<file path="src/hdl/dstab_pkg.sv">
// ---------------------------------------------------------------------------
// dstab_pkg
// Shared types and codes for the date-sorted record table.
// ---------------------------------------------------------------------------
package dstab_pkg;

   localparam int CodeW = 64;
   localparam int DateW = 23;
   localparam int TagW  = 32;

   localparam logic [2:0] CMD_INSERT  = 3'd0;
   localparam logic [2:0] CMD_FIND    = 3'd1;
   localparam logic [2:0] CMD_DEL_KEY = 3'd2;
   localparam logic [2:0] CMD_DEL_RNG = 3'd3;
   localparam logic [2:0] CMD_DUMP    = 3'd4;

   localparam logic [1:0] ST_DONE = 2'd0;
   localparam logic [1:0] ST_REC  = 2'd1;
   localparam logic [1:0] ST_NONE = 2'd2;
   localparam logic [1:0] ST_FULL = 2'd3;

   typedef struct packed {
      logic [CodeW-1:0] code;
      logic [DateW-1:0] date;
      logic [TagW-1:0]  tag;
   } rec_type;

   typedef struct packed {
      logic ge_lo;
      logic le_hi;
      logic code_eq;
   } cmp_type;

   typedef enum logic [1:0] {
      S_IDLE,
      S_READ,
      S_EVAL,
      S_FINISH
   } state_type;

endpackage

</file>
<file path="src/hdl/dstab_mem.sv">
// ---------------------------------------------------------------------------
// dstab_mem
// Record storage: one write port, one read port with registered data.
// ---------------------------------------------------------------------------
module dstab_mem
   import dstab_pkg::*;
#(
   parameter int DEPTH = 32,
   parameter int AW    = 5
) (
   input  logic          clock,
   input  logic          wr_en,
   input  logic [AW-1:0] wr_addr,
   input  rec_type       wr_data,
   input  logic          rd_en,
   input  logic [AW-1:0] rd_addr,
   output rec_type       rd_data
);

   rec_type mem_ff [DEPTH];
   rec_type rd_data_ff;

   always_ff @(posedge clock) begin
      if (wr_en) begin
         mem_ff[wr_addr] <= wr_data;
      end
      if (rd_en) begin
         rd_data_ff <= mem_ff[rd_addr];
      end
   end

   assign rd_data = rd_data_ff;

endmodule

</file>
<file path="src/hdl/dstab_cmp.sv">
// ---------------------------------------------------------------------------
// dstab_cmp
// Shared compare unit: date bounds and code match for one entry.
// ---------------------------------------------------------------------------
module dstab_cmp
   import dstab_pkg::*;
(
   input  rec_type          entry,
   input  logic [DateW-1:0] lo,
   input  logic [DateW-1:0] hi,
   input  logic [CodeW-1:0] code,
   output cmp_type          result
);

   assign result.ge_lo   = entry.date >= lo;
   assign result.le_hi   = entry.date <= hi;
   assign result.code_eq = entry.code == code;

endmodule

</file>
<file path="src/hdl/date_sorted_record_table.sv">
// ---------------------------------------------------------------------------
// date_sorted_record_table
// Date-ordered record table with insert, find, delete and dump commands.
// ---------------------------------------------------------------------------
// Each command walks the table one entry at a time through a record memory
// with one write port, one read port and registered read data, and one
// shared compare unit; the walk waits while the result side stalls. Insert
// into a full table and unused command codes skip the walk. Inserts and
// deletes move entries in the same pass, so no extra cycles are spent on
// shifting.
// req_ready is high only while no command is in progress.
// ---------------------------------------------------------------------------
module date_sorted_record_table
   import dstab_pkg::*;
#(
   parameter int TABLE_DEPTH = 32,
   parameter int CODE_CHARS  = 8
) (
   input  logic         clock,
   input  logic         reset,
   input  logic         req_valid,
   output logic         req_ready,
   input  logic [2:0]   req_command,
   input  logic [63:0]  req_key_code,
   input  logic [13:0]  req_year,
   input  logic [3:0]   req_month,
   input  logic [4:0]   req_day,
   input  logic [31:0]  req_payload,
   input  logic [13:0]  req_year_hi,
   input  logic [3:0]   req_month_hi,
   input  logic [4:0]   req_day_hi,
   output logic         rsp_valid,
   input  logic         rsp_ready,
   output logic [1:0]   rsp_status,
   output logic [63:0]  rsp_out_code,
   output logic [13:0]  rsp_out_year,
   output logic [3:0]   rsp_out_month,
   output logic [4:0]   rsp_out_day,
   output logic [31:0]  rsp_out_payload,
   output logic         rsp_last
);

   localparam int CountW = $clog2(TABLE_DEPTH + 1);
   localparam int IdxW   = $clog2(TABLE_DEPTH);
   localparam logic [CodeW-1:0] CodeMask = (CODE_CHARS >= 8) ? {CodeW{1'b1}} :
      ((CodeW'(1) << (8 * CODE_CHARS)) - CodeW'(1));
   localparam logic [CountW-1:0] Full = CountW'(TABLE_DEPTH);

   state_type         state_ff, state_in;
   logic [2:0]        cmd_ff, cmd_in;
   logic [CodeW-1:0]  code_ff, code_in;
   logic [DateW-1:0]  lo_ff, lo_in, hi_ff, hi_in;
   logic [TagW-1:0]   tag_ff, tag_in;
   logic [CountW-1:0] r_ff, r_in, w_ff, w_in, fill_ff, fill_in;
   logic              full_ff, full_in;
   logic              ins_ff, ins_in;
   rec_type           carry_ff, carry_in;
   rec_type           pend_ff, pend_in;
   logic              pend_valid_ff, pend_valid_in;

   logic              rsp_valid_ff, rsp_valid_in;
   logic [1:0]        status_ff, status_in;
   rec_type           out_ff, out_in;
   logic              last_ff, last_in;

   logic              wr_en, rd_en;
   logic [IdxW-1:0]   wr_addr;
   rec_type           wr_data, rd_data, new_rec;
   cmp_type           cmp;
   logic              can_emit, hit, remove;
   logic [DateW-1:0]  req_lo, req_hi;

   dstab_mem #(.DEPTH(TABLE_DEPTH), .AW(IdxW)) u_mem (
      .clock   (clock),
      .wr_en   (wr_en),
      .wr_addr (wr_addr),
      .wr_data (wr_data),
      .rd_en   (rd_en),
      .rd_addr (r_ff[IdxW-1:0]),
      .rd_data (rd_data)
   );

   dstab_cmp u_cmp (
      .entry  (rd_data),
      .lo     (lo_ff),
      .hi     (hi_ff),
      .code   (code_ff),
      .result (cmp)
   );

   assign req_lo   = {req_year, req_month, req_day};
   assign req_hi   = {req_year_hi, req_month_hi, req_day_hi};
   assign new_rec  = '{code: code_ff, date: lo_ff, tag: tag_ff};
   assign can_emit = !rsp_valid_ff || rsp_ready;

   always_comb begin
      case (cmd_ff)
         CMD_DUMP:    hit = 1'b1;
         CMD_DEL_RNG: hit = cmp.ge_lo && cmp.le_hi;
         default:     hit = cmp.code_eq && !pend_valid_ff;
      endcase
      remove = hit && (cmd_ff == CMD_DEL_KEY || cmd_ff == CMD_DEL_RNG);
   end

   always_comb begin
      state_in      = state_ff;
      cmd_in        = cmd_ff;
      code_in       = code_ff;
      lo_in         = lo_ff;
      hi_in         = hi_ff;
      tag_in        = tag_ff;
      r_in          = r_ff;
      w_in          = w_ff;
      fill_in       = fill_ff;
      full_in       = full_ff;
      ins_in        = ins_ff;
      carry_in      = carry_ff;
      pend_in       = pend_ff;
      pend_valid_in = pend_valid_ff;
      rsp_valid_in  = rsp_valid_ff && !rsp_ready;
      status_in     = status_ff;
      out_in        = out_ff;
      last_in       = last_ff;
      wr_en         = 1'b0;
      wr_addr       = r_ff[IdxW-1:0];
      wr_data       = new_rec;
      rd_en         = 1'b0;
      req_ready     = state_ff == S_IDLE;

      case (state_ff)
         S_IDLE: begin
            if (req_valid) begin
               cmd_in        = req_command;
               code_in       = req_key_code & CodeMask;
               tag_in        = req_payload;
               lo_in         = req_lo;
               hi_in         = req_hi;
               if (req_command == CMD_DEL_RNG && req_lo > req_hi) begin
                  lo_in = req_hi;
                  hi_in = req_lo;
               end
               r_in          = '0;
               w_in          = '0;
               ins_in        = 1'b0;
               pend_valid_in = 1'b0;
               full_in       = req_command == CMD_INSERT && fill_ff == Full;
               if (req_command > CMD_DUMP || full_in) begin
                  state_in = S_FINISH;
               end else begin
                  state_in = S_READ;
               end
            end
         end
         S_READ: begin
            if (r_ff == fill_ff) begin
               if (cmd_ff == CMD_INSERT) begin
                  wr_en   = 1'b1;
                  wr_data = ins_ff ? carry_ff : new_rec;
                  fill_in = fill_ff + CountW'(1);
               end else begin
                  fill_in = w_ff;
               end
               state_in = S_FINISH;
            end else begin
               rd_en    = 1'b1;
               state_in = S_EVAL;
            end
         end
         S_EVAL: begin
            if (cmd_ff == CMD_INSERT) begin
               if (ins_ff || cmp.ge_lo) begin
                  wr_en    = 1'b1;
                  wr_data  = ins_ff ? carry_ff : new_rec;
                  carry_in = rd_data;
                  ins_in   = 1'b1;
               end
               r_in     = r_ff + CountW'(1);
               state_in = S_READ;
            end else if (!(hit && pend_valid_ff && !can_emit)) begin
               if (hit) begin
                  if (pend_valid_ff) begin
                     rsp_valid_in = 1'b1;
                     status_in    = ST_REC;
                     out_in       = pend_ff;
                     last_in      = 1'b0;
                  end
                  pend_in       = rd_data;
                  pend_valid_in = 1'b1;
               end
               if (!remove) begin
                  wr_en   = 1'b1;
                  wr_addr = w_ff[IdxW-1:0];
                  wr_data = rd_data;
                  w_in    = w_ff + CountW'(1);
               end
               r_in     = r_ff + CountW'(1);
               state_in = S_READ;
            end
         end
         S_FINISH: begin
            if (can_emit) begin
               rsp_valid_in = 1'b1;
               last_in      = 1'b1;
               out_in       = '0;
               if (cmd_ff == CMD_INSERT) begin
                  status_in = full_ff ? ST_FULL : ST_DONE;
               end else if (pend_valid_ff) begin
                  status_in = ST_REC;
                  out_in    = pend_ff;
               end else begin
                  status_in = ST_NONE;
               end
               state_in = S_IDLE;
            end
         end
         default: state_in = S_IDLE;
      endcase
   end

   always_ff @(posedge clock) begin
      if (reset) begin
         state_ff      <= S_IDLE;
         fill_ff       <= '0;
         rsp_valid_ff  <= 1'b0;
         pend_valid_ff <= 1'b0;
         ins_ff        <= 1'b0;
         full_ff       <= 1'b0;
         r_ff          <= '0;
         w_ff          <= '0;
         cmd_ff        <= CMD_INSERT;
      end else begin
         state_ff      <= state_in;
         fill_ff       <= fill_in;
         rsp_valid_ff  <= rsp_valid_in;
         pend_valid_ff <= pend_valid_in;
         ins_ff        <= ins_in;
         full_ff       <= full_in;
         r_ff          <= r_in;
         w_ff          <= w_in;
         cmd_ff        <= cmd_in;
      end
   end

   always_ff @(posedge clock) begin
      code_ff   <= code_in;
      lo_ff     <= lo_in;
      hi_ff     <= hi_in;
      tag_ff    <= tag_in;
      carry_ff  <= carry_in;
      pend_ff   <= pend_in;
      status_ff <= status_in;
      out_ff    <= out_in;
      last_ff   <= last_in;
   end

   assign rsp_valid       = rsp_valid_ff;
   assign rsp_status      = status_ff;
   assign rsp_out_code    = out_ff.code;
   assign rsp_out_year    = out_ff.date[22:9];
   assign rsp_out_month   = out_ff.date[8:5];
   assign rsp_out_day     = out_ff.date[4:0];
   assign rsp_out_payload = out_ff.tag;
   assign rsp_last        = last_ff;

   a_fill_bound : assert property (@(posedge clock) disable iff (reset)
      fill_ff <= Full) else $error("fill count beyond table depth");

   a_write_behind_read : assert property (@(posedge clock) disable iff (reset)
      state_ff != S_IDLE |-> w_ff <= r_ff) else $error("write index ahead of read");

   a_single_final : assert property (@(posedge clock) disable iff (reset)
      rsp_valid_ff && status_ff != ST_REC |-> last_ff)
      else $error("non-record result without last");

endmodule

</file>
<file path="config.mk">
export PLATFORM = sky130hd
export DESIGN_NAME = date_sorted_record_table
export DESIGN_NICKNAME = d
export VERILOG_FILES = /design/src/hdl/dstab_pkg.sv /design/src/hdl/dstab_mem.sv /design/src/hdl/dstab_cmp.sv /design/src/hdl/date_sorted_record_table.sv
export SDC_FILE = /design/constraint.sdc
export NUM_CORES = 2
export LEC_CHECK = 0
export ABC_CLOCK_PERIOD_IN_PS = 14150
export BUFFER_PORTS_ARGS = -buffer_cell sky130_fd_sc_hd__buf_2
export CORE_MARGIN = 2
export CORE_UTILIZATION = 40
export CTS_CLUSTER_SIZE = 10
export DETAILED_ROUTE_END_ITERATION = 12
export HOLD_SLACK_MARGIN = 0.05
export MAX_ROUTING_LAYER = met4
export REMOVE_ABC_BUFFERS = 1
export SLEW_MARGIN = 20
export SYNTH_ARGS = -nofsm -noshare
export SYNTH_HDL_FRONTEND = slang
export SYNTH_HIERARCHICAL = 1
export SYNTH_SLANG_ARGS = --single-unit
export TNS_END_PERCENT = 5
</file>
<file path="constraint.sdc">
create_clock -name clock -period 14.15 [get_ports clock]
set_input_delay 1.415 -clock clock [delete_from_list [all_inputs] [get_ports clock]]
set_output_delay 1.415 -clock clock [all_outputs]
set_load 0.005 [all_outputs]
</file>
==> metrics.yaml <==
pwr:
  ir_worst_vdd_v: 0.000192
  p_switching_mw: 11.9
  internal-power_mw: 27.0
  p_per_area_mw_per_mm2: 195
  swShare_pct: 30.6
  combPwrFrac_pct: 20.5
  power_frac_seq_pct: 48.5
  p_clk_share_pct: 31.1
  p_leak_nw: 61.2
die:
  core-area_mm2: 0.438
  chipWidth_um: 666
  io_pins: 273
  start_util_pct: 40.1
  num_rows: 243
  die_h_um: 666
  die-area_mm2: 0.444
placed_design:
  gp_congestion: 0.839
  place_area_mm2: 0.184
  port_buffers: 272
  place_hpwl_mm: 305
logic_synthesis:
  synth.largest_area_cell: "edfxtp_1"
  yosys_most_used_dff: "edfxtp_1"
  yosysMostFrequentCell: "edfxtp_1"
  syn_area_per_cell_um2: 19.0
  yosys-top-cells-area: "edfxtp_1 (76%), mux4_2 (6.3%), mux2i_1 (5.9%), a22oi_1 (2.7%), o221a_2 (0.76%)"
  netlist_top_cells_count: "edfxtp_1 (4429), mux2i_1 (1041), a22oi_1 (621), mux4_2 (490), nand2_1 (292)"
  yosysWarnings: 6
  yosysSeqAreaShare_pct: 76.1
  synth_edf_count: 4429
  yosysUniqueCellTypes: 69
  synthCells: 9221
  synth_top_area_share_pct: 75.8
  async_flop_share_pct: 0
  synth_area_mm2: 0.176
  synth-seq-cells: 4456
cells_and_area:
  syn_to_final_growth_pct: 13.4
  final_layout_size_suffix_gt1_share_pct: 18.8
  final_util_pct: 45.5
  fin_nets: 9934
  multiInputGateArea_mm2: 0.0395
  register_area_mm2: 0.134
  finalInstanceArea_mm2: 0.199
  fillers: 36500
worst_setup_path:
  start_kind: "flip-flop"
  arrival_ns: 8.78
  end_kind: "flip-flop"
  crit_fanout: 41
  r2r-start: "code_ff[43]$_DFFE_PP_"
  worstRegToRegCells: 13
  required_ns: 14.77
  reg2reg_slack_ns: 5.99
  r2r-end: "u_mem/mem_ff[19][74]$_DFFE_PP_"
  worstSetupPathType: "flip-flop to flip-flop"
routing:
  routedWlPerCell_um: 35.2
  routed_wl_mm: 553
  wl_met3_mm: 49.8
  drt_first_pass_iters: 8
  drc_errors: 0
  vias_per_cell: 6.21
  ant_nets: 0
  wl_met2_mm: 261
  highest_layer: "met4"
  num_vias: 97500
  wl_met1_mm: 220
  first_iter_violations: 14500
clocking:
  htreeDepth: 6
  cts_max_path_buffers: 4
  clk_latency_ns: 1.04
  cts-resized-gates: 0
  cts_tree: "done"
  tritoncts.num_buffers: 525
  cts_hold_buf: 0
  clk_pin_slew_ns: 0.05
  cts-root-buf: "clkbuf_16"
  post-cts-setup-buffers: 0
  clock-sinks: 4456
min_path:
  hold_class: "flip-flop to flip-flop"
  holdPathStages: 0
  min_from: "u_mem/rd_data[3]$_DFFE_PP_"
  min_to: "pend_ff[3]$_DFFE_PP_"
sta:
  hold_violations: 0
  slew_viol_final: 73
  clock_skew_ns: 0.0728
  whs_ns: 0.492
  rsz0062_at_grt: "false"
  setup_tns_ns: 0
  tightest_slew_ns: 2.07
  post-route-period-util_pct: 57.6
  finalSetupViolCount: 0
  fmaxAchievable_mhz: 123
  max_slew_margin_pct: -38.2
  fin_crit_ns: 8.16
outcome:
  violations: "max-slew violations"
  status: "complete, but fails checks"
global_routing:
  grt_start_max_net_pins: 120
  grt_pass1_wl_mm: 762
  antenna_found_initial: 78
  grt_pass1_vias: 96100
  track_usage_pct: 25.1
  overflow: 0
flow_run:
  cap_violations: 0
## worst max-delay path by stage
stage          depth (start not counted)                        endpoint                   from  slack (ns)
6_report                              13  u_mem/mem_ff[19][74]$_DFFE_PP_  code_ff[43]$_DFFE_PP_        5.99
5_1_grt                               13  u_mem/mem_ff[19][74]$_DFFE_PP_  code_ff[43]$_DFFE_PP_        6.04
4_1_cts                               13  u_mem/mem_ff[19][27]$_DFFE_PP_  code_ff[43]$_DFFE_PP_        6.08
3_5_place_dp                          13  u_mem/mem_ff[19][79]$_DFFE_PP_  code_ff[43]$_DFFE_PP_        6.16
3_3_place_gp                          13  u_mem/mem_ff[19][79]$_DFFE_PP_  code_ff[43]$_DFFE_PP_        6.16
2_1_floorplan                          4     u_mem/rd_data[53]$_DFFE_PP_   r_ff[0]$_SDFFE_PP0P_      -51.24
## final cells by class
class	instances	area share (%)
Tap cell	5757	3.62
Sequential cell	4456	67.1
Multi-Input combinational cell	4134	19.8
Clock buffer	592	6.84
Timing Repair Buffer	516	1.80
Clock inverter	67	0.544
Inverter	75	0.145
Antenna cell	104	0.131
## cells by family (layout without fill, tap and decap cells)
group | count (synthesis) | count (layout) | share of synthesized area [%]
buf+inv | 631 | 1250 | 1.73
xor+xnor | 76 | 76 | 0.379
other cells | 0 | 104 | 0
mux | 1583 | 1583 | 12.6
fa+ha+maj | 77 | 77 | 0.549
compound gates | 1467 | 1467 | 6.07
simple gates | 931 | 931 | 2.64
flops | 4456 | 4456 | 76.1
## per-layer routing
metal,track usage (%),up-vias
li1,-,38800
met1,33.4,51700
met2,38.8,5905
met3,3.97,1038
met4,9.77,0
met5,-,-
## flip-flops by register name (all words and copies together) (netlist names), 2 cells and up
name,cells
u_mem/mem_ff,3808
carry_ff,119
pend_ff,119
u_mem/rd_data,119
code_ff,64
rsp_out_code,64
rsp_out_payload,32
tag_ff,32
hi_ff,23
lo_ff,23
rsp_out_year,14
fill_ff,6
r_ff,6
w_ff,6
rsp_out_day,5
rsp_out_month,4
cmd_ff,3
rsp_status,2
state_ff,2
## power groups by stage
stage / clock (mW) / combinational, mW / sequential, mW
floorplan: 0 / 4.84 / 19.2
detailed placement: 0 / 7.73 / 19.1
global placement: 0 / 7.36 / 19.1
finish: 12.1 / 7.95 / 18.8
CTS: 12.2 / 7.73 / 18.9
global route: 12.7 / 8.31 / 18.9
## worst max-delay path, cell delays in order (launching register included)
cell	delay, ns
edfxtp_1	0.46
xor2_1	0.32
nor4_1	0.95
nand4_1	0.68
nor4_2	0.78
or3b_1	0.41
a21oi_1	0.21
a31oi_1	0.16
and2_1	0.30
mux2_2	0.29
nand3_1	0.61
nor2_4	1.01
buf_4	0.82
buf_4	0.67
## metrics by stage
stage	instances	worst slack, ns	total power [mW]
after floorplan	8665	-51.24	24.0
after global placement	14900	6.16	26.4
final	15700	5.99	38.9
after CTS	15600	6.08	38.8
after detailed placement	14900	6.16	26.9
after global routing	15700	6.04	39.9
## cell usage in the layout, fill, tap and decap left out, types with 10 or more instances in the layout
| master | n |
|---|---|
| diode_2 | 104 |
| mux2i_1 | 1041 |
| o22ai_1 | 117 |
| nor2_1 | 36 |
| clkinv_8 | 20 |
| buf_12 | 24 |
| nor2b_1 | 12 |
| a22oi_1 | 621 |
| o221a_2 | 118 |
| edfxtp_1 | 4429 |
| nor2_4 | 36 |
| xor2_1 | 69 |
| nand3b_1 | 10 |
| buf_2 | 272 |
| mux4_2 | 490 |
| a31oi_1 | 72 |
| nor3_1 | 10 |
| inv_16 | 11 |
| a21o_1 | 102 |
| a21oi_1 | 158 |
| nand3_1 | 258 |
| mux2_2 | 12 |
| o21ai_0 | 133 |
| a2bb2oi_1 | 16 |
| clkbuf_1 | 56 |
| dfxtp_1 | 21 |
| and2_1 | 129 |
| buf_4 | 213 |
| a21o_2 | 26 |
| clkbuf_16 | 536 |
| a22o_1 | 68 |
| nand2_1 | 290 |
| mux2_1 | 40 |
| inv_1 | 74 |
| nand4_1 | 70 |
| nor4_1 | 18 |
| ha_1 | 74 |
Note: power is estimated with default switching activity, not from simulation.
